## src/hdl/md5_pkg.sv

```systemverilog
// ----------------------------------------------------------------------------
// md5_pkg
// Shared types, microcode layout and constant tables of the md5 digest block.
// ----------------------------------------------------------------------------
`default_nettype none

package md5_pkg;

   localparam int MD5_BLOCK_WORDS = 16;
   localparam int UC_ADDR_W       = 7;

   // microcode addresses
   localparam logic [UC_ADDR_W-1:0] UC_WAIT     = 7'd0;
   localparam logic [UC_ADDR_W-1:0] UC_CHECK    = 7'd1;
   localparam logic [UC_ADDR_W-1:0] UC_MARK     = 7'd2;
   localparam logic [UC_ADDR_W-1:0] UC_FILL     = 7'd3;
   localparam logic [UC_ADDR_W-1:0] UC_LEN_LO   = 7'd4;
   localparam logic [UC_ADDR_W-1:0] UC_LEN_HI   = 7'd5;
   localparam logic [UC_ADDR_W-1:0] UC_DIGEST   = 7'd6;
   localparam logic [UC_ADDR_W-1:0] UC_RESTART  = 7'd7;
   localparam logic [UC_ADDR_W-1:0] UC_COMPRESS = 7'd8;
   localparam logic [UC_ADDR_W-1:0] UC_ROUND0   = 7'd9;
   localparam logic [UC_ADDR_W-1:0] UC_ROUND63  = 7'd72;
   localparam logic [UC_ADDR_W-1:0] UC_FOLD     = 7'd73;

   localparam logic [31:0] MD5_CHAIN_SEED [4] = '{
      32'h67452301, 32'hefcdab89, 32'h98badcfe, 32'h10325476
   };
   localparam logic [7:0] MD5_MARK = 8'h80;

   typedef struct packed {
      logic [31:0] data_word;
      logic [2:0]  byte_count;
      logic        last;
   } md5_req_type;

   typedef struct packed {
      logic [31:0] digest_word;
      logic [1:0]  word_index;
      logic        digest_last;
   } md5_rsp_type;

   typedef enum logic [2:0] {
      PUSH_NONE, PUSH_DATA, PUSH_MARK, PUSH_ZERO, PUSH_LEN_LO, PUSH_LEN_HI
   } md5_push_type;

   typedef enum logic [1:0] {
      GATE_ALWAYS, GATE_COND, GATE_NCOND, GATE_ACCEPT
   } md5_gate_type;

   typedef enum logic [2:0] {
      COND_NONE, COND_ALWAYS, COND_WAIT_WORD, COND_PARTIAL, COND_POS_NOT_END,
      COND_OUT_BUSY
   } md5_cond_type;

   typedef enum logic [1:0] {
      FUNC_F, FUNC_G, FUNC_H, FUNC_I
   } md5_func_type;

   typedef struct packed {
      logic                 ready;
      md5_push_type         push;
      md5_gate_type         gate;
      md5_cond_type         cond;
      logic [UC_ADDR_W-1:0] target;
      logic                 ret;
      logic                 load;
      logic                 round;
      md5_func_type         func;
      logic [4:0]           rot;
      logic [5:0]           kidx;
      logic [3:0]           rd_addr;
      logic                 fold;
      logic                 digest;
   } md5_ucode_type;

   // sequencer to datapath, with actions already gated
   typedef struct packed {
      logic         ready;
      md5_push_type push;
      logic         load;
      logic         round;
      md5_func_type func;
      logic [4:0]   rot;
      logic [5:0]   kidx;
      logic [3:0]   rd_addr;
      logic         fold;
      logic         digest;
   } md5_ctrl_type;

   typedef struct packed {
      logic partial;
      logic pos_end;
      logic block_end;
      logic out_busy;
   } md5_status_type;

   function automatic logic [3:0] md5_msg_index(input logic [5:0] i);
      logic [3:0] r;
      logic [3:0] g;
      r = i[3:0];
      case (i[5:4])
         2'd0:    g = r;
         2'd1:    g = 4'(r * 4'd5 + 4'd1);
         2'd2:    g = 4'(r * 4'd3 + 4'd5);
         default: g = 4'(r * 4'd7);
      endcase
      return g;
   endfunction

   function automatic logic [4:0] md5_rot_amount(input logic [3:0] idx);
      logic [4:0] s;
      case (idx)
         4'd0:    s = 5'd7;
         4'd1:    s = 5'd12;
         4'd2:    s = 5'd17;
         4'd3:    s = 5'd22;
         4'd4:    s = 5'd5;
         4'd5:    s = 5'd9;
         4'd6:    s = 5'd14;
         4'd7:    s = 5'd20;
         4'd8:    s = 5'd4;
         4'd9:    s = 5'd11;
         4'd10:   s = 5'd16;
         4'd11:   s = 5'd23;
         4'd12:   s = 5'd6;
         4'd13:   s = 5'd10;
         4'd14:   s = 5'd15;
         default: s = 5'd21;
      endcase
      return s;
   endfunction

   function automatic logic [31:0] md5_round_const(input logic [5:0] i);
      logic [31:0] k;
      case (i)
         6'd0:  k = 32'hd76aa478;  6'd1:  k = 32'he8c7b756;
         6'd2:  k = 32'h242070db;  6'd3:  k = 32'hc1bdceee;
         6'd4:  k = 32'hf57c0faf;  6'd5:  k = 32'h4787c62a;
         6'd6:  k = 32'ha8304613;  6'd7:  k = 32'hfd469501;
         6'd8:  k = 32'h698098d8;  6'd9:  k = 32'h8b44f7af;
         6'd10: k = 32'hffff5bb1;  6'd11: k = 32'h895cd7be;
         6'd12: k = 32'h6b901122;  6'd13: k = 32'hfd987193;
         6'd14: k = 32'ha679438e;  6'd15: k = 32'h49b40821;
         6'd16: k = 32'hf61e2562;  6'd17: k = 32'hc040b340;
         6'd18: k = 32'h265e5a51;  6'd19: k = 32'he9b6c7aa;
         6'd20: k = 32'hd62f105d;  6'd21: k = 32'h02441453;
         6'd22: k = 32'hd8a1e681;  6'd23: k = 32'he7d3fbc8;
         6'd24: k = 32'h21e1cde6;  6'd25: k = 32'hc33707d6;
         6'd26: k = 32'hf4d50d87;  6'd27: k = 32'h455a14ed;
         6'd28: k = 32'ha9e3e905;  6'd29: k = 32'hfcefa3f8;
         6'd30: k = 32'h676f02d9;  6'd31: k = 32'h8d2a4c8a;
         6'd32: k = 32'hfffa3942;  6'd33: k = 32'h8771f681;
         6'd34: k = 32'h6d9d6122;  6'd35: k = 32'hfde5380c;
         6'd36: k = 32'ha4beea44;  6'd37: k = 32'h4bdecfa9;
         6'd38: k = 32'hf6bb4b60;  6'd39: k = 32'hbebfbc70;
         6'd40: k = 32'h289b7ec6;  6'd41: k = 32'heaa127fa;
         6'd42: k = 32'hd4ef3085;  6'd43: k = 32'h04881d05;
         6'd44: k = 32'hd9d4d039;  6'd45: k = 32'he6db99e5;
         6'd46: k = 32'h1fa27cf8;  6'd47: k = 32'hc4ac5665;
         6'd48: k = 32'hf4292244;  6'd49: k = 32'h432aff97;
         6'd50: k = 32'hab9423a7;  6'd51: k = 32'hfc93a039;
         6'd52: k = 32'h655b59c3;  6'd53: k = 32'h8f0ccc92;
         6'd54: k = 32'hffeff47d;  6'd55: k = 32'h85845dd1;
         6'd56: k = 32'h6fa87e4f;  6'd57: k = 32'hfe2ce6e0;
         6'd58: k = 32'ha3014314;  6'd59: k = 32'h4e0811a1;
         6'd60: k = 32'hf7537e82;  6'd61: k = 32'hbd3af235;
         6'd62: k = 32'h2ad7d2bb;
         default: k = 32'heb86d391;
      endcase
      return k;
   endfunction

   // control store: message intake and padding, then the compression routine
   function automatic md5_ucode_type md5_ucode(input logic [UC_ADDR_W-1:0] addr);
      md5_ucode_type uc;
      logic [5:0]    ri;
      uc        = '0;
      uc.push   = PUSH_NONE;
      uc.gate   = GATE_ALWAYS;
      uc.cond   = COND_NONE;
      uc.func   = FUNC_F;
      ri        = 6'(addr - UC_ROUND0);
      if (addr inside {[UC_ROUND0:UC_ROUND63]}) begin
         uc.round   = 1'b1;
         uc.func    = md5_func_type'(ri[5:4]);
         uc.rot     = md5_rot_amount({ri[5:4], ri[1:0]});
         uc.kidx    = ri;
         uc.rd_addr = md5_msg_index(6'(ri + 6'd1));
      end else begin
         case (addr)
            UC_WAIT: begin
               uc.ready  = 1'b1;
               uc.push   = PUSH_DATA;
               uc.gate   = GATE_ACCEPT;
               uc.cond   = COND_WAIT_WORD;
               uc.target = UC_WAIT;
            end
            UC_CHECK: begin
               uc.cond   = COND_PARTIAL;
               uc.target = UC_FILL;
            end
            UC_MARK: begin
               uc.push = PUSH_MARK;
            end
            UC_FILL: begin
               uc.push   = PUSH_ZERO;
               uc.gate   = GATE_COND;
               uc.cond   = COND_POS_NOT_END;
               uc.target = UC_FILL;
            end
            UC_LEN_LO: begin
               uc.push = PUSH_LEN_LO;
            end
            UC_LEN_HI: begin
               uc.push = PUSH_LEN_HI;
            end
            UC_DIGEST: begin
               uc.digest = 1'b1;
               uc.gate   = GATE_NCOND;
               uc.cond   = COND_OUT_BUSY;
               uc.target = UC_DIGEST;
            end
            UC_RESTART: begin
               uc.cond   = COND_ALWAYS;
               uc.target = UC_WAIT;
            end
            UC_COMPRESS: begin
               uc.load    = 1'b1;
               uc.rd_addr = md5_msg_index(6'd0);
            end
            UC_FOLD: begin
               uc.fold = 1'b1;
               uc.ret  = 1'b1;
            end
            default: begin
               uc.cond   = COND_ALWAYS;
               uc.target = UC_WAIT;
            end
         endcase
      end
      return uc;
   endfunction

endpackage

`default_nettype wire

```

## src/hdl/md5_chan_if.sv

```systemverilog
// ----------------------------------------------------------------------------
// md5_chan_if
// Valid/ready stream channel carrying one payload struct per beat.
// ----------------------------------------------------------------------------
`default_nettype none

interface md5_chan_if #(
   parameter type payload_type = logic
) ();
   logic        valid;
   logic        ready;
   payload_type payload;

   modport source (output valid, output payload, input ready);
   modport sink   (input valid, input payload, output ready);
endinterface

`default_nettype wire

```

## src/hdl/md5_sequencer.sv

```systemverilog
// ----------------------------------------------------------------------------
// md5_sequencer
// Step counter over the control store, with conditional jumps and a one-level
// call into the compression routine whenever a push completes a block.
// ----------------------------------------------------------------------------
`default_nettype none

module md5_sequencer (
   input  wire logic                    clock,
   input  wire logic                    reset,
   input  wire logic                    req_valid,
   input  wire logic                    req_last,
   input  wire md5_pkg::md5_status_type status,
   output md5_pkg::md5_ctrl_type        ctrl
);
   import md5_pkg::*;

   logic [UC_ADDR_W-1:0] pc_ff, pc_in;
   logic [UC_ADDR_W-1:0] ret_ff, ret_in;
   logic [UC_ADDR_W-1:0] base;
   md5_ucode_type        uc;
   logic                 accept;
   logic                 cond_true;
   logic                 act;
   logic                 push_fire;

   always_comb begin
      uc     = md5_ucode(pc_ff);
      accept = uc.ready & req_valid;

      case (uc.cond)
         COND_NONE:        cond_true = 1'b0;
         COND_ALWAYS:      cond_true = 1'b1;
         COND_WAIT_WORD:   cond_true = !(accept && req_last);
         COND_PARTIAL:     cond_true = status.partial;
         COND_POS_NOT_END: cond_true = !status.pos_end;
         COND_OUT_BUSY:    cond_true = status.out_busy;
         default:          cond_true = 1'b0;
      endcase

      case (uc.gate)
         GATE_ALWAYS: act = 1'b1;
         GATE_COND:   act = cond_true;
         GATE_NCOND:  act = !cond_true;
         GATE_ACCEPT: act = accept;
         default:     act = 1'b0;
      endcase

      push_fire = act && (uc.push != PUSH_NONE);
      base      = cond_true ? uc.target : UC_ADDR_W'(pc_ff + 1'b1);
   end

   // next step
   always_comb begin
      ret_in = ret_ff;
      if (uc.ret) begin
         pc_in = ret_ff;
      end else if (push_fire && status.block_end) begin
         // block just filled: run the rounds, then carry on where we were
         pc_in  = UC_COMPRESS;
         ret_in = base;
      end else begin
         pc_in = base;
      end
   end

   // control to the datapath
   always_comb begin
      ctrl.ready   = uc.ready;
      ctrl.push    = push_fire ? uc.push : PUSH_NONE;
      ctrl.load    = uc.load;
      ctrl.round   = uc.round;
      ctrl.func    = uc.func;
      ctrl.rot     = uc.rot;
      ctrl.kidx    = uc.kidx;
      ctrl.rd_addr = uc.rd_addr;
      ctrl.fold    = uc.fold;
      ctrl.digest  = uc.digest & act;
   end

   always_ff @(posedge clock) begin
      if (reset) begin
         pc_ff  <= UC_WAIT;
         ret_ff <= UC_WAIT;
      end else begin
         pc_ff  <= pc_in;
         ret_ff <= ret_in;
      end
   end

endmodule

`default_nettype wire

```

## src/hdl/md5_datapath.sv

```systemverilog
// ----------------------------------------------------------------------------
// md5_datapath
// Block buffer, word position, bit count, chaining words, the round unit and
// the digest holding register that feeds the result channel.
// ----------------------------------------------------------------------------
`default_nettype none

module md5_datapath #(
   parameter int BLOCK_WORDS = md5_pkg::MD5_BLOCK_WORDS
) (
   input  wire logic                    clock,
   input  wire logic                    reset,
   input  wire md5_pkg::md5_ctrl_type   ctrl,
   input  wire md5_pkg::md5_req_type    req_payload,
   input  wire logic                    rsp_take,
   output md5_pkg::md5_status_type      status,
   output logic                         rsp_valid,
   output md5_pkg::md5_rsp_type         rsp_payload
);
   import md5_pkg::*;

   localparam int POS_W = $clog2(BLOCK_WORDS);

   logic [31:0]      buf_mem [BLOCK_WORDS];
   logic [31:0]      rd_data_ff;
   logic [POS_W-1:0] wpos_ff, wpos_in;
   logic [63:0]      bitlen_ff, bitlen_in;
   logic             partial_ff, partial_in;
   logic [31:0]      chain_ff [4];
   logic [31:0]      chain_in [4];
   logic [31:0]      a_ff, b_ff, c_ff, d_ff;
   logic [31:0]      out_ff [4];
   logic             out_valid_ff, out_valid_in;
   logic [1:0]       out_idx_ff, out_idx_in;

   logic [2:0]       cnt;
   logic [31:0]      last_word;
   logic [31:0]      push_word;
   logic [31:0]      f_val;
   logic [31:0]      sum;
   logic [63:0]      dbl;
   logic             push_en;

   // last word: keep the valid low bytes and, if fewer than four, place the marker above them
   always_comb begin
      cnt = (req_payload.byte_count > 3'd4) ? 3'd4 : req_payload.byte_count;
      case (cnt)
         3'd0:    last_word = {24'h0, MD5_MARK};
         3'd1:    last_word = {16'h0, MD5_MARK, req_payload.data_word[7:0]};
         3'd2:    last_word = {8'h0, MD5_MARK, req_payload.data_word[15:0]};
         3'd3:    last_word = {MD5_MARK, req_payload.data_word[23:0]};
         default: last_word = req_payload.data_word;
      endcase
   end

   always_comb begin
      push_en = (ctrl.push != PUSH_NONE);
      case (ctrl.push)
         PUSH_DATA:   push_word = req_payload.last ? last_word : req_payload.data_word;
         PUSH_MARK:   push_word = {24'h0, MD5_MARK};
         PUSH_LEN_LO: push_word = bitlen_ff[31:0];
         PUSH_LEN_HI: push_word = bitlen_ff[63:32];
         default:     push_word = 32'h0;
      endcase
   end

   // round unit
   always_comb begin
      case (ctrl.func)
         FUNC_F:  f_val = (b_ff & c_ff) | (~b_ff & d_ff);
         FUNC_G:  f_val = (d_ff & b_ff) | (~d_ff & c_ff);
         FUNC_H:  f_val = b_ff ^ c_ff ^ d_ff;
         default: f_val = c_ff ^ (b_ff | ~d_ff);
      endcase
      sum = a_ff + f_val + md5_round_const(ctrl.kidx) + rd_data_ff;
      dbl = {sum, sum} << ctrl.rot;
   end

   // message state
   always_comb begin
      wpos_in    = wpos_ff;
      bitlen_in  = bitlen_ff;
      partial_in = partial_ff;
      for (int k = 0; k < 4; k++) begin
         chain_in[k] = chain_ff[k];
      end
      if (push_en) begin
         wpos_in = (wpos_ff == POS_W'(BLOCK_WORDS - 1)) ? '0 : POS_W'(wpos_ff + 1'b1);
      end
      if (ctrl.push == PUSH_DATA) begin
         bitlen_in = req_payload.last ? bitlen_ff + {58'h0, cnt, 3'b000}
                                      : bitlen_ff + 64'd32;
         if (req_payload.last) begin
            partial_in = (cnt != 3'd4);
         end
      end
      if (ctrl.fold) begin
         chain_in[0] = chain_ff[0] + a_ff;
         chain_in[1] = chain_ff[1] + b_ff;
         chain_in[2] = chain_ff[2] + c_ff;
         chain_in[3] = chain_ff[3] + d_ff;
      end
      if (ctrl.digest) begin
         wpos_in   = '0;
         bitlen_in = '0;
         for (int k = 0; k < 4; k++) begin
            chain_in[k] = MD5_CHAIN_SEED[k];
         end
      end
   end

   // digest holding register, drained one word per beat
   always_comb begin
      out_valid_in = out_valid_ff;
      out_idx_in   = out_idx_ff;
      if (ctrl.digest) begin
         out_valid_in = 1'b1;
         out_idx_in   = 2'd0;
      end else if (rsp_take) begin
         if (out_idx_ff == 2'd3) begin
            out_valid_in = 1'b0;
         end
         out_idx_in = 2'(out_idx_ff + 1'b1);
      end
   end

   always_ff @(posedge clock) begin
      if (reset) begin
         wpos_ff      <= '0;
         bitlen_ff    <= '0;
         partial_ff   <= 1'b0;
         out_valid_ff <= 1'b0;
         out_idx_ff   <= 2'd0;
         for (int k = 0; k < 4; k++) begin
            chain_ff[k] <= MD5_CHAIN_SEED[k];
         end
      end else begin
         wpos_ff      <= wpos_in;
         bitlen_ff    <= bitlen_in;
         partial_ff   <= partial_in;
         out_valid_ff <= out_valid_in;
         out_idx_ff   <= out_idx_in;
         for (int k = 0; k < 4; k++) begin
            chain_ff[k] <= chain_in[k];
         end
      end
   end

   // block buffer: one write, one registered read a cycle
   always_ff @(posedge clock) begin
      if (push_en) begin
         buf_mem[wpos_ff] <= push_word;
      end
      rd_data_ff <= buf_mem[POS_W'(ctrl.rd_addr)];
   end

   always_ff @(posedge clock) begin
      if (ctrl.load) begin
         a_ff <= chain_ff[0];
         b_ff <= chain_ff[1];
         c_ff <= chain_ff[2];
         d_ff <= chain_ff[3];
      end else if (ctrl.round) begin
         a_ff <= d_ff;
         b_ff <= b_ff + dbl[63:32];
         c_ff <= b_ff;
         d_ff <= c_ff;
      end
      if (ctrl.digest) begin
         for (int k = 0; k < 4; k++) begin
            out_ff[k] <= chain_ff[k];
         end
      end
   end

   always_comb begin
      status.partial   = partial_ff;
      status.pos_end   = (wpos_ff == POS_W'(BLOCK_WORDS - 2));
      status.block_end = (wpos_ff == POS_W'(BLOCK_WORDS - 1));
      status.out_busy  = out_valid_ff;

      rsp_valid               = out_valid_ff;
      rsp_payload.digest_word = out_ff[out_idx_ff];
      rsp_payload.word_index  = out_idx_ff;
      rsp_payload.digest_last = (out_idx_ff == 2'd3);
   end

endmodule

`default_nettype wire

```

## src/hdl/md5_message_digest_top.sv

```systemverilog
// ----------------------------------------------------------------------------
// md5_message_digest_top
// MD5 digest engine driven by a microcoded sequencer over a round datapath.
// ----------------------------------------------------------------------------
// Usage:
//   req_chan takes the message one 32-bit little-endian word per beat, first
//   byte in bits 7:0. The word with last set carries 0 to 4 bytes (byte_count,
//   larger values count as 4); padding and the bit length are added inside.
//   rsp_chan then gives four beats, digest words A to D, digest_last on D.
//   Words are taken one per beat while ready; every sixteenth word starts a
//   compression (load, 64 rounds at one round per cycle, fold), during which
//   req_chan is not ready, so the round loop sets the throughput. After the
//   last word come the padding words and one or two compressions before
//   the first digest beat.
//   The digest sits in a holding register; a stalled receiver does not stop
//   the next message, which only waits if its digest is ready before the
//   previous one has drained. Reset returns the chaining words to the MD5
//   initial values, clears the word position and bit count, drops rsp valid.
// ----------------------------------------------------------------------------
`default_nettype none

module md5_message_digest_top #(
   parameter int BLOCK_WORDS = md5_pkg::MD5_BLOCK_WORDS
) (
   input wire logic   clock,
   input wire logic   reset,
   md5_chan_if.sink   req_chan,
   md5_chan_if.source rsp_chan
);
   import md5_pkg::*;

   md5_ctrl_type   ctrl;
   md5_status_type status;
   md5_req_type    req_payload;
   md5_rsp_type    rsp_payload;
   logic           rsp_valid;
   logic           rsp_take;

   assign req_payload      = req_chan.payload;
   assign req_chan.ready   = ctrl.ready;
   assign rsp_chan.valid   = rsp_valid;
   assign rsp_chan.payload = rsp_payload;
   assign rsp_take         = rsp_valid & rsp_chan.ready;

   md5_sequencer u_sequencer (
      .clock     (clock),
      .reset     (reset),
      .req_valid (req_chan.valid),
      .req_last  (req_payload.last),
      .status    (status),
      .ctrl      (ctrl)
   );

   md5_datapath #(
      .BLOCK_WORDS (BLOCK_WORDS)
   ) u_datapath (
      .clock       (clock),
      .reset       (reset),
      .ctrl        (ctrl),
      .req_payload (req_payload),
      .rsp_take    (rsp_take),
      .status      (status),
      .rsp_valid   (rsp_valid),
      .rsp_payload (rsp_payload)
   );

   // a new digest never overwrites one still draining
   assert property (@(posedge clock) disable iff (reset)
      ctrl.digest |-> !rsp_valid)
      else $error("digest loaded while result buffer busy");

   // pushes into the block buffer never overlap the round loop
   assert property (@(posedge clock) disable iff (reset)
      (ctrl.push != PUSH_NONE) |-> !(ctrl.round || ctrl.load || ctrl.fold))
      else $error("buffer push during compression");

   // after the beat carrying D the result side goes quiet
   assert property (@(posedge clock) disable iff (reset)
      (rsp_take && rsp_payload.digest_last) |=> !rsp_valid)
      else $error("result valid after final digest beat");

   // an accepted word that completes a block is followed by the load step
   assert property (@(posedge clock) disable iff (reset)
      (req_chan.valid && ctrl.ready && status.block_end) |=> ctrl.load)
      else $error("full block not compressed");

endmodule

`default_nettype wire
```

## src/flat_wrapper.sv

```systemverilog
// flat-port wrapper written by rule: the top's interface ports become plain ports
module md5_message_digest_top_flat import md5_pkg::*;
#(
   parameter int BLOCK_WORDS = md5_pkg::MD5_BLOCK_WORDS
)
  (clock, reset, req_chan_valid, req_chan_payload, req_chan_ready, rsp_chan_valid, rsp_chan_payload, rsp_chan_ready);
  md5_chan_if req_chan_i ();
  md5_chan_if rsp_chan_i ();
  input wire logic clock;
  input wire logic reset;
  input wire logic [$bits(req_chan_i.valid)-1:0] req_chan_valid;
  input wire logic [$bits(req_chan_i.payload)-1:0] req_chan_payload;
  output wire logic [$bits(req_chan_i.ready)-1:0] req_chan_ready;
  output wire logic [$bits(rsp_chan_i.valid)-1:0] rsp_chan_valid;
  output wire logic [$bits(rsp_chan_i.payload)-1:0] rsp_chan_payload;
  input wire logic [$bits(rsp_chan_i.ready)-1:0] rsp_chan_ready;
  assign req_chan_i.valid = req_chan_valid;
  assign req_chan_i.payload = req_chan_payload;
  assign req_chan_ready = req_chan_i.ready;
  assign rsp_chan_valid = rsp_chan_i.valid;
  assign rsp_chan_payload = rsp_chan_i.payload;
  assign rsp_chan_i.ready = rsp_chan_ready;
  md5_message_digest_top #(.BLOCK_WORDS(BLOCK_WORDS)) u_core (.clock(clock), .reset(reset), .req_chan(req_chan_i), .rsp_chan(rsp_chan_i));
endmodule
```

## config.mk

```make
export PLATFORM = sky130hd
export DESIGN_NAME = md5_message_digest_top_flat
export DESIGN_NICKNAME = d
export VERILOG_FILES = /design/src/hdl/md5_pkg.sv /design/src/hdl/md5_chan_if.sv /design/src/hdl/md5_sequencer.sv /design/src/hdl/md5_datapath.sv /design/src/hdl/md5_message_digest_top.sv /design/src/flat_wrapper.sv
export SDC_FILE = /design/constraint.sdc
export NUM_CORES = 1
export LEC_CHECK = 0
export BUFFER_PORTS_ARGS = -buffer_cell sky130_fd_sc_hd__buf_2
export CAP_MARGIN = 30
export CORE_MARGIN = 1
export CORE_UTILIZATION = 33
export CTS_BUF_LIST = sky130_fd_sc_hd__clkbuf_4 sky130_fd_sc_hd__clkbuf_8 sky130_fd_sc_hd__clkbuf_16
export CTS_CLUSTER_DIAMETER = 40
export DETAILED_ROUTE_END_ITERATION = 8
export SLEW_MARGIN = 20
export SYNTH_ARGS = -nofsm -noshare
export SYNTH_HDL_FRONTEND = slang
export SYNTH_SLANG_ARGS = --single-unit
```

## constraint.sdc

```tcl
create_clock -name clock -period 3 [get_ports clock]
set_input_delay 0 -clock clock [delete_from_list [all_inputs] [get_ports clock]]
set_output_delay 0 -clock clock [all_outputs]
set_load 0.02 [all_outputs]
```

* Word-level counts from Yosys, hierarchy flattened *
Index checks and enable logic that the tools add are counted.

storage, ports and cells
  bits in registers = 22
  bits in latches = 0
  memory bits (writable) = 0
  ROM bits = 0
  output and inout port bits = 3
  logic and storage cells = 72
  memories kept = 0

operators by class
  add/sub/neg operators = 3
  $mul = 0
  divide/modulo/power cells = 0
  $lt $le $gt $ge = 2
  equal/unequal tests = 20
  shift operators = 0
  muxes and demuxes = 19
  bitwise operators = 4
  reduce and logical (&&, ||, !) cells = 18

operator list
  kind                                                    count
  one-hot mux 10 bit (5 select lines)                     1
  equality test 7 x 3 -> 1 bit (second input constant)    3
  two-way mux 7 bit                                       3
  two-way mux 18 bit                                      1
  one-hot mux 3 bit (5 select lines)                      1
  equality test 7 x 2 -> 1 bit (second input constant)    2
  equality test 4 bit (second input constant)             2
  two-way mux 1 bit                                       8
  adder 7 x 1 -> 7 bit (second input constant)            1
  equality test 7 x 1 -> 1 bit (second input constant)    1
  equality test 7 x 4 -> 1 bit (second input constant)    1
  equality test 7 bit (second input constant)             1
  >= comparator 7 x 4 -> 1 bit (second input constant)    1
  less-or-equal comparator 7 bit (second input constant)  1
  zero test 7 bit                                         1
  equality test 2 bit (second input constant)             3
  equality test 3 x 1 -> 1 bit (second input constant)    2
  equality test 3 x 2 -> 1 bit (second input constant)    2
  equality test 3 bit (second input constant)             2
  one-hot mux 2 bit (3 select lines)                      1
  AND reduction 2 bit                                     3
  nonzero test 3 bit                                      2
  one-hot mux 1 bit (5 select lines)                      1
  OR reduction 5 bit                                      1
  13 further kinds                                        21

* Depth between registers and ports, before layout *
Gate-level depths: netlist (run 1).

  word-level depth = 14
  mapped depth = 10
  gate-level depth less buffers = 9

* Hierarchy *
Synthesis (run 1) repeated with hierarchy kept, for this count alone.

second synthesis, totals
  cells, all modules = 4962
  area, all modules = 57451.4 um^2

modules (own cells, without submodules)
  module                  instances  cells each  area an instance (um^2)  sequential area each (um^2)
  md5_datapath            1          4721        55563.3                  27686.6
  md5_sequencer           1          239         1878.1                   280.3
  md5_message_digest_top  1          2           10.0                     0.0

* Least setup slack after synthesis (run 1) *
No wires, ideal clock.

  path type = reg2reg
  from = reg u_core.u_sequencer.pc_ff[1]
  to = reg u_core.u_sequencer.ret_ff[1]
  setup time = 79 ps
  arrival = 2060 ps
  setup slack = 861 ps
  stages on the path, launching flop included = 9
  path buffers = 0
  path through = dfxtp_1 > inv_1 > ha_1 > nor2b_1 > and4_2 > nor4_1 > nor3_1 > a2bb2oi_2 > a211oi_2

on the way
  cells in the longest elaborated chain, start to end = 12

RTL lines
  element                                                 RTL line                        source
  from (decl)                                             md5_sequencer.sv:18             logic [UC_ADDR_W-1:0] pc_ff, pc_in;
  from (signal assigned)                                  md5_sequencer.sv:86             pc_ff <= pc_in;
  >= comparator 7 x 4 -> 1 bit (tied with other cells)    md5_pkg.sv:184                  if (addr inside {[UC_ROUND0:UC_ROUND63]}) begin
  logical AND 1 bit or two-way mux 1 bit (tied branches)  md5_pkg.sv:184, md5_pkg.sv:191
  two-way mux 18 bit                                      md5_pkg.sv:184
  bitwise AND 1 bit                                       md5_sequencer.sv:29             accept = uc.ready & req_valid;
  logical AND 1 bit                                       md5_sequencer.sv:34             COND_WAIT_WORD: cond_true = !(accept && req_last);
  zero test 1 bit                                         md5_sequencer.sv:34
  one-hot mux 1 bit (5 select lines)                      md5_sequencer.sv:31             case (uc.cond)
  zero test 1 bit                                         md5_sequencer.sv:44             GATE_NCOND: act = !cond_true;
  one-hot mux 1 bit (4 select lines)                      md5_sequencer.sv:41             case (uc.gate)
  logical AND 1 bit                                       md5_sequencer.sv:49             push_fire = act && (uc.push != PUSH_NONE);
  logical AND 1 bit                                       md5_sequencer.sv:58             end else if (push_fire && status.block_end) begin
  AND reduction 2 bit (no source line)                    --
  to (signal assigned)                                    md5_sequencer.sv:87             ret_ff <= ret_in;
  to (decl)                                               md5_sequencer.sv:19             logic [UC_ADDR_W-1:0] ret_ff, ret_in;

Several ways; a longest one is shown, not always the timed one.
A chain may end at the register's enable or synchronous reset.

* Worst setup path after layout (run 1) *
  from = reg u_core.u_sequencer.pc_ff[3]
  to = reg u_core.u_sequencer.pc_ff[2]

on the way
  cells in the longest elaborated chain, start to end = 13

RTL lines
  element                                                                                      RTL line             source
  parallel branches: the longest is 2 deep, another holds one-hot mux 10 bit (5 select lines)  --
  two-way mux 18 bit (*)                                                                       md5_pkg.sv:184
  bitwise AND 1 bit                                                                            md5_sequencer.sv:29
  logical AND 1 bit                                                                            md5_sequencer.sv:34
  zero test 1 bit                                                                              md5_sequencer.sv:34
  one-hot mux 1 bit (5 select lines)                                                           md5_sequencer.sv:31
  zero test 1 bit                                                                              md5_sequencer.sv:44
  one-hot mux 1 bit (4 select lines)                                                           md5_sequencer.sv:41
  logical AND 1 bit                                                                            md5_sequencer.sv:49
  logical AND 1 bit                                                                            md5_sequencer.sv:58
  two-way mux 7 bit                                                                            md5_sequencer.sv:58
  two-way mux 7 bit (*)                                                                        md5_sequencer.sv:56  if (uc.ret) begin

Mark *: on every way between the ends.

==> flow_metrics.env, run 1 <==
export IMPL_status="finished clean"
export IMPL_seq_area_frac_synth_pct=30.7
export IMPL_avgViaCountPerCell=5.32
export IMPL_required_ps=3130
export IMPL_cts_buffers=3
export IMPL_vias=1155
export IMPL_drv_cap=0
export IMPL_finalClockSkew_ps=2.85
export IMPL_path_clk_slew_ps=80
export IMPL_num_antenna_cells=0
export IMPL_finalHoldViolCount=0
export IMPL_yosys_most_used_dff="dfxtp_1"
export IMPL_worstMarginPinSlew_ps=628
export IMPL_antenna_left=0
export IMPL_fin_area_sq_um=1530
export IMPL_synth_compound_area_share_pct=25.2
export IMPL_final_setup_tns_ps=0
export IMPL_ys_warn_count=0
export IMPL_core_area_sq_um=4090
export IMPL_post_cts_buffers=0
export IMPL_clockBufferDepth=2
export IMPL_criticalPathCategory="register to register"
export IMPL_die_area_sq_um=4620
export IMPL_worstPathMaxFanout=11
export IMPL_reg2reg_slack_ps=480
export IMPL_cp_data_arrival_time_ps=2650
export IMPL_syn_area_per_cell_sq_um=8.76
export IMPL_synth_simple_area_share_pct=27.2
export IMPL_synthTopCellsByArea="dfxtp_1 (31%), ha_1 (6.1%), nor2_1 (4.2%)"
export IMPL_slew_headroom_pct=57.7
export IMPL_grt_pass1_wl_um=4860
export IMPL_post_synth_mux_area_share_pct=0
export IMPL_cts_tree="yes"
export IMPL_min_period_ps=2520
export IMPL_synth_top_family_by_area="simple AND/OR/NAND/NOR gates"
export IMPL_synth_distinct_cells=52
export IMPL_track_usage_pct=13.9
export IMPL_numPortBuffers=7
export IMPL_syn_cell_area_sq_um=1440
export IMPL_drv_slew=0
export IMPL_drtPass1Iterations=4
export IMPL_grt_max_degree=18
export IMPL_clock_latency_ps=260
export IMPL_wl_per_cell_um=13.3
export IMPL_grt_pass1_vias=1066
export IMPL_p_leak_nw=0.565
export IMPL_synthAdderAreaFrac_pct=6.10
export IMPL_synth_top_area_share_pct=30.7
export IMPL_place_area_sq_um=1480
export IMPL_syn_inst=164
export IMPL_ir_drop_uv=265
export IMPL_syn_num_nets=176
export IMPL_cts_sinks=22
export IMPL_finalCritPeriodShare_pct=84.0
export IMPL_wl_um=2890
export IMPL_finalWorstSetupSlack_ps=481
export IMPL_dpl_hpwl_um=2190
export IMPL_area_growth_pct=6.71
export IMPL_post_place_ws_ps=477
export IMPL_initial_core_util_pct=35.2
export IMPL_synthXorXnorAreaFrac_pct=4.88
export IMPL_yosys_area_top_type="dfxtp_1"
export IMPL_ys_ff_latch=22
export IMPL_htree_num_levels=1
export IMPL_fillers=421
export IMPL_ioPinCount=8
export IMPL_gr_total_overflow=0
export IMPL_placementRows=23
export IMPL_clock_fmax_ghz=0.397
export IMPL_endpoint_kind="register"
export IMPL_cts_root_buf="clkbuf_8"
export IMPL_setup_viol=0
export IMPL_rsz0062_at_grt="no"
export IMPL_hold_class="input pin to register"
export IMPL_async_flop_share_pct=0
export IMPL_chipHeight_um=68.0
export IMPL_synth_edf_count=0
export IMPL_die_x_um=68.0
export IMPL_drive_gt1_share_pct=18.0
export IMPL_cts_hold_fix_buffers=1
export IMPL_start_kind="register"
export IMPL_route_detailed_drc=0
export IMPL_p_per_area_nw_per_um2=693
export IMPL_place_congestion=0.815
export IMPL_cts_resized=0
export IMPL_antenna_found_initial=0
export IMPL_nNetsFinal=181
export IMPL_holdWs_ps=93.9
export IMPL_drt_iter0_drc=65
-- worst max-delay path: stages, from the launching register on --
cell and delay [ps]:
dfxtp_1 440, or4_4 600, o32ai_2 340, o211ai_2 200, a21oi_2 480, or3_1 220
o221ai_1 100
-- final timing paths --
kind / startpoint / endpoint / cells past startpoint
setup / recovery: u_core.u_sequencer.pc_ff[3] / u_core.u_sequencer.pc_ff[2] / 6
hold / removal: req_chan_payload / u_core.u_datapath.partial_ff / 4
setup reg to reg: u_core.u_sequencer.pc_ff[3] / u_core.u_sequencer.pc_ff[2] / 6
hold reg to reg: u_core.u_datapath.out_idx_ff[1] / u_core.u_datapath.out_idx_ff[1] / 2
-- final cells by class --
| type | count | area [sq um] | area share, % |
|---|---|---|---|
| Multi-Input combinational cell | 126 | 910 | 59.3 |
| Tap cell | 50 | 62.6 | 4.08 |
| Timing Repair Buffer | 9 | 52.6 | 3.43 |
| Inverter | 7 | 26.3 | 1.71 |
| Sequential cell | 22 | 440 | 28.7 |
| Clock buffer | 3 | 41.3 | 2.69 |
-- cell usage in the layout, fill, tap and decap left out, types with 2 or more instances in the layout --
cell      Yosys  routed
ha_1          7       7
a22oi_1       3       3
or4_4         2       2
nor3_1        4       4
dfxtp_1      22      22
clkbuf_8      0       3
a211oi_2      3       3
xnor2_1       3       3
buf_2         3       7
o21ai_0       4       4
a21oi_1       8       8
nand2_1      10      10
inv_1         7       7
nor2_1       16      16
nor2b_1       5       5
xor2_1        5       5
nand3_1      11      11
and2_1        5       5
nand3b_1      4       4
a21boi_0      2       2
o31ai_1       2       2
nand2b_1      3       3
-- synth_stat cells, drive strengths merged (2+ instances only) --
cell,n
nor2,16
a311oi,2
nor4,3
nor2b,5
and2,5
dfxtp,22
a22oi,3
clkbuf,3
inv,7
a211oi,3
nand3,11
nand2b,3
nand2,11
and3,2
a21boi,3
o21ai,6
or4,2
o31ai,3
a21oi,9
buf,6
nor3,4
nand3b,4
ha,7
xnor2,3
xor2,5
-- state kept, by name, indices dropped and copies added, names as in the netlist --
| register | cells |
|---|---|
| u_core.u_datapath.out_idx_ff | 2 |
| u_core.u_datapath.partial_ff | 1 |
| u_core.u_datapath.rsp_valid | 1 |
| u_core.u_datapath.wpos_ff | 4 |
| u_core.u_sequencer.pc_ff | 7 |
| u_core.u_sequencer.ret_ff | 7 |
-- metal layers --
layer  share of wire, %  track usage, %  routed length, um
met1                 52            19.3               1490
met2                 43            21.1               1250
met3                2.9            2.17                 84
met4                2.4            5.47                 70
met5                  0               0                  0
-- through the flow --
stage	power [W]	cells	util [%]
after floorplan	0.000777	164	-
after global placement	0.000882	213	36.3
after detailed placement	0.000884	213	36.3
after CTS	0.00107	217	37.5
after global routing	0.00114	217	37.5
final	0.00106	217	37.5
-- report_power, final --
group / internal, W / switching (W) / leakage, nW
combinational: 0.000211 / 0.000321 / 0.365
clock: 0.0000895 / 0.0000916 / 0.0216
sequential: 0.000318 / 0.0000311 / 0.178
-- logic make-up after synthesis --
kind of cell | after synthesis
XOR/XNOR | 8
flip-flops | 22
AO/OA/AOI/OAI | 42
AND/OR/NAND/NOR | 69
buffers and inverters | 16
adder cells (fa/ha/maj) | 7
Note: power is estimated with default switching activity, not from simulation.
==> inputs of run 2 (changes only) <==
- clock period: 3 -> 2.35 ns (I/O delays scaled with it)
==> flow_metrics.env, run 2 (synthesis results as in run 1) <==
export IMPL_avgViaCountPerCell=5.26
export IMPL_wl_um=3200
export IMPL_ioPinCount=8
export IMPL_grt_max_degree=18
export IMPL_place_congestion=0.829
export IMPL_clock_latency_ps=270
export IMPL_numPortBuffers=7
export IMPL_setup_viol=0
export IMPL_antenna_left=0
export IMPL_min_from="req_chan_payload"
export IMPL_vias=1247
export IMPL_fin_area_sq_um=1720
export IMPL_hold_depth=4
export IMPL_p_sw_w=0.000609
export IMPL_worstPathMaxFanout=6
export IMPL_placementRows=23
export IMPL_gr_total_overflow=0
export IMPL_post_place_ws_ps=75.4
export IMPL_num_antenna_cells=0
export IMPL_chipHeight_um=68.0
export IMPL_finalHoldViolCount=0
export IMPL_comb_power_share_pct=52.5
export IMPL_clockBufferDepth=2
export IMPL_area_growth_pct=19.9
export IMPL_core_area_sq_um=4090
export IMPL_r2r_end="u_core.u_sequencer.ret_ff[6]"
export IMPL_place_area_sq_um=1640
export IMPL_min_period_ps=2230
export IMPL_p_seq_share_pct=29.0
export IMPL_drt_iter0_drc=79
export IMPL_die_x_um=68.0
export IMPL_dp_cells=232
export IMPL_final_cell_mix="dfxtp_1 (22), buf_4 (19), nor2_1 (16)"
export IMPL_drive_gt1_share_pct=27.8
export IMPL_initial_core_util_pct=35.2
export IMPL_slew_headroom_pct=69.6
export IMPL_worstMarginPinSlew_ps=456
export IMPL_status="finished clean"
export IMPL_drv_slew=0
export IMPL_route_detailed_drc=0
export IMPL_cts_sinks=22
export IMPL_wl_per_cell_um=13.5
export IMPL_whs_endpoint="u_core.u_datapath.partial_ff"
export IMPL_cts_tree="yes"
export IMPL_track_usage_pct=14.8
export IMPL_drtPass1Iterations=4
export IMPL_die_area_sq_um=4620
export IMPL_intPower_w=0.000900
export IMPL_clock_fmax_ghz=0.448
export IMPL_nNetsFinal=200
export IMPL_p_leak_nw=0.679
export IMPL_cts_root_buf="clkbuf_8"
export IMPL_reg2reg_depth=7
export IMPL_switching_share_pct=40.4
export IMPL_p_clk_share_pct=18.5
export IMPL_ir_drop_uv=345
export IMPL_cts_buffers=3
export IMPL_finalCritPeriodShare_pct=95.0
export IMPL_fillers=396
export IMPL_drv_cap=0
export IMPL_top_regs="u_core.u_sequencer.pc_ff: 7 flops, u_core.u_sequencer.ret_ff: 7 flops, u_core.u_datapath.wpos_ff: 4 flops"
export IMPL_final_common_cell="dfxtp_1"
export IMPL_instances_no_fill=237
export IMPL_reg2reg_slack_ps=120
export IMPL_finalWorstSetupSlack_ps=118
export IMPL_grt_pass1_vias=1133
export IMPL_htree_num_levels=1
export IMPL_dpl_hpwl_um=2430
export IMPL_hold_class="input pin to register"
export IMPL_path_clk_slew_ps=80
export IMPL_rsz0062_at_grt="no"
export IMPL_grt_pass1_wl_um=5200
export IMPL_cp_data_arrival_time_ps=2400
export IMPL_p_per_area_nw_per_um2=876
export IMPL_final_setup_tns_ps=0
export IMPL_finalClockSkew_ps=1.75
export IMPL_antenna_found_initial=0
export IMPL_required_ps=2520
export IMPL_endpoint_kind="register"
export IMPL_multi_input_area_sq_um=930
export IMPL_start_kind="register"
export IMPL_criticalPathCategory="register to register"
export IMPL_regArea_sq_um=440
export IMPL_reg2reg_from="u_core.u_sequencer.pc_ff[5]"
-- run 2: cell type report --
class	count	area share, %
Clock buffer	4	3.20
Inverter	7	1.53
Multi-Input combinational cell	126	54.0
Sequential cell	22	25.6
Tap cell	50	3.63
Timing Repair Buffer	28	12.1
-- run 2: critical path, stage by stage, from the launching register on --
cell and delay, ps:
dfxtp_1 370, or4_4 590, o32ai_2 350, o211ai_2 190, a21oi_4 230, buf_4 180, nor2_1 50, and2_1 170
-- run 2: power groups by stage --
stage	Clock [W]	Sequential (W)	Combinational [W]
6_report	0.000279	0.000438	0.000792
5_1_grt	0.000300	0.000443	0.000868
4_1_cts	0.000290	0.000438	0.000770
3_5_place_dp	0	0.000446	0.000766
3_3_place_gp	0	0.000444	0.000765
2_1_floorplan	0	0.000442	0.000550
-- run 2: through the flow --
stage | power (W) | hold WS, ps | util, %
after floorplan | 0.000992 | 115 | -
after detailed placement | 0.00121 | 242 | 40.0
final | 0.00151 | 101 | 42.1
after CTS | 0.00150 | 93.8 | 41.6
after global placement | 0.00121 | 238 | 40.0
after global routing | 0.00161 | 87.5 | 42.1
-- run 2: worst max-delay path by stage --
stage                     slack (ps)                         from                           end  cells after the start
after detailed placement          80  u_core.u_sequencer.pc_ff[5]  u_core.u_sequencer.ret_ff[6]                      7
after CTS                         30  u_core.u_sequencer.pc_ff[5]  u_core.u_sequencer.ret_ff[6]                      7
after global routing              10  u_core.u_sequencer.pc_ff[1]   u_core.u_sequencer.pc_ff[0]                      8
after global placement            20  u_core.u_sequencer.pc_ff[5]  u_core.u_sequencer.ret_ff[5]                      7
after floorplan                  210  u_core.u_sequencer.pc_ff[1]  u_core.u_sequencer.ret_ff[1]                      8
final                            120  u_core.u_sequencer.pc_ff[5]  u_core.u_sequencer.ret_ff[6]                      7
-- run 2: what timing repair did --
action	4_1_cts	5_1_grt
hold endpoints to repair	1	0
buffers inserted	0	0
resized for setup	0	3
setup endpoints to repair	0	9
hold buffers	1	0
-- run 2: metal layers --
layer,vias to the layer above,track usage [%],routed length [um]
met5,-,0,0
met4,0,5.47,65
met3,7,1.83,89
met2,28,20.3,1370
met1,577,22.7,1680
li1,635,-,-
==> inputs of run 3 (changes only) <==
- PLACE_DENSITY: not set -> 0.52
==> flow_metrics.env, run 3 (synthesis results as in run 1) <==
export IMPL_cts_root_buf="clkbuf_8"
export IMPL_dpl_hpwl_um=2680
export IMPL_placementRows=23
export IMPL_cp_data_arrival_time_ps=2400
export IMPL_drive_gt1_share_pct=27.6
export IMPL_finalClockSkew_ps=6.35
export IMPL_grt_pass1_vias=1164
export IMPL_htree_num_levels=1
export IMPL_slew_headroom_pct=65.8
export IMPL_antenna_found_initial=0
export IMPL_vias=1254
export IMPL_clock_fmax_ghz=0.451
export IMPL_area_growth_pct=17.7
export IMPL_avgViaCountPerCell=5.34
export IMPL_intPower_w=0.000906
export IMPL_final_cell_mix="dfxtp_1 (22), buf_4 (18), nor2_1 (16)"
export IMPL_switching_share_pct=39.8
export IMPL_cts_tree="yes"
export IMPL_cts_sinks=22
export IMPL_finalCritPeriodShare_pct=94.3
export IMPL_drv_cap=0
export IMPL_dp_cells=229
export IMPL_drt_iter0_drc=89
export IMPL_min_period_ps=2220
export IMPL_p_clk_share_pct=18.1
export IMPL_finalHoldViolCount=0
export IMPL_path_clk_slew_ps=80
export IMPL_setup_viol=0
export IMPL_grt_pass1_wl_um=5390
export IMPL_required_ps=2530
export IMPL_die_area_sq_um=4620
export IMPL_antenna_left=0
export IMPL_worstPathMaxFanout=6
export IMPL_clock_latency_ps=260
export IMPL_clockBufferDepth=2
export IMPL_wl_per_cell_um=14.3
export IMPL_finalPower_w=0.00150
export IMPL_wl_um=3370
export IMPL_place_area_sq_um=1600
export IMPL_drv_slew=0
export IMPL_ir_drop_uv=316
export IMPL_place_congestion=0.843
export IMPL_top_regs="u_core.u_sequencer.pc_ff: 7 flops, u_core.u_sequencer.ret_ff: 7 flops, u_core.u_datapath.wpos_ff: 4 flops"
export IMPL_initial_core_util_pct=35.2
export IMPL_die_x_um=68.0
export IMPL_comb_power_share_pct=52.4
export IMPL_hold_class="input pin to register"
export IMPL_chipHeight_um=68.0
export IMPL_p_seq_share_pct=29.5
export IMPL_nNetsFinal=198
export IMPL_cts_buffers=3
export IMPL_instances_no_fill=235
export IMPL_fillers=430
export IMPL_criticalPathCategory="register to register"
export IMPL_endpoint_kind="register"
export IMPL_grt_max_degree=18
export IMPL_rsz0062_at_grt="no"
export IMPL_reg2reg_slack_ps=130
export IMPL_gr_total_overflow=0
export IMPL_p_leak_nw=0.665
export IMPL_fin_area_sq_um=1690
export IMPL_ioPinCount=8
export IMPL_p_sw_w=0.000598
export IMPL_status="finished clean"
export IMPL_final_common_cell="dfxtp_1"
export IMPL_num_antenna_cells=0
export IMPL_final_setup_tns_ps=0
export IMPL_track_usage_pct=15.8
export IMPL_route_detailed_drc=0
export IMPL_p_per_area_nw_per_um2=890
export IMPL_numPortBuffers=7
export IMPL_core_area_sq_um=4090
export IMPL_worstMarginPinSlew_ps=512
export IMPL_start_kind="register"
export IMPL_drtPass1Iterations=4
## run 3: cell types whose count changed in the layout (fill, tap and decap cells not counted)
cell | previous run | this run
nor4_2 | 2 | 1
nor4_1 | 0 | 1
buf_4 | 19 | 18
a21oi_2 | 0 | 1
nor2b_4 | 0 | 1
nor2b_2 | 0 | 1
nor2b_1 | 5 | 3
buf_12 | 1 | 0
a21oi_4 | 1 | 0
## run 3: worst paths after layout
path,endpoint,start,cells after the start
worst min register to register,u_core.u_sequencer.ret_ff[4],u_core.u_sequencer.ret_ff[4],1
worst max register to register,u_core.u_sequencer.ret_ff[1],u_core.u_sequencer.pc_ff[2],7
worst min-delay path,u_core.u_datapath.partial_ff,req_chan_payload,4
worst max-delay path,u_core.u_sequencer.ret_ff[1],u_core.u_sequencer.pc_ff[2],7
## run 3: layer usage
metal / up-vias / track usage [%] / share of wire [%]
met5: - / 0 / 0
met4: 0 / 3.13 / 0.39
met3: 2 / 2.50 / 3.1
met2: 16 / 26.5 / 48
met1: 599 / 21.2 / 49
li1: 637 / - / -
## run 3: final cells by class
class                   instances  area [sq um]  area share (%)
flip-flops and latches         22           440            26.1
clock buffers                   4          55.1            3.26
inverters                       7          26.3            1.55
well taps                      50          62.6            3.70
repair buffers                 26           180            10.7
multi-input cells             126           926            54.8
## run 3: critical path: stages, from the launching register on
cell and delay, ps:
dfxtp_1 390, or4_4 570, o22ai_1 250, nor4_1 90, buf_4 150, o31ai_4 340, a2bb2oi_2 130, a211oi_2 210
## run 3: power by group through the flow
stage | Clock (W) | Combinational, W | Sequential [W]
after floorplan | 0 | 0.000550 | 0.000442
after global placement | 0 | 0.000728 | 0.000451
after detailed placement | 0 | 0.000736 | 0.000453
after CTS | 0.000281 | 0.000741 | 0.000444
after global routing | 0.000295 | 0.000864 | 0.000449
final | 0.000273 | 0.000788 | 0.000444
## run 3: repair_timing
action,in CTS,in global routing
hold endpoints to repair,1,0
setup buffers,0,1
gates resized for setup,0,4
setup endpoints to repair,0,10
hold buffers,1,0
## run 3: per-stage QoR
step	setup WS (ps)	hold slack, ps	util (%)
6_report	134	98.7	41.4
5_1_grt	7.06	111	41.4
4_1_cts	27.3	96.7	40.8
3_5_place_dp	40.0	245	39.2
2_1_floorplan	211	115	-
3_3_place_gp	79.2	234	39.2
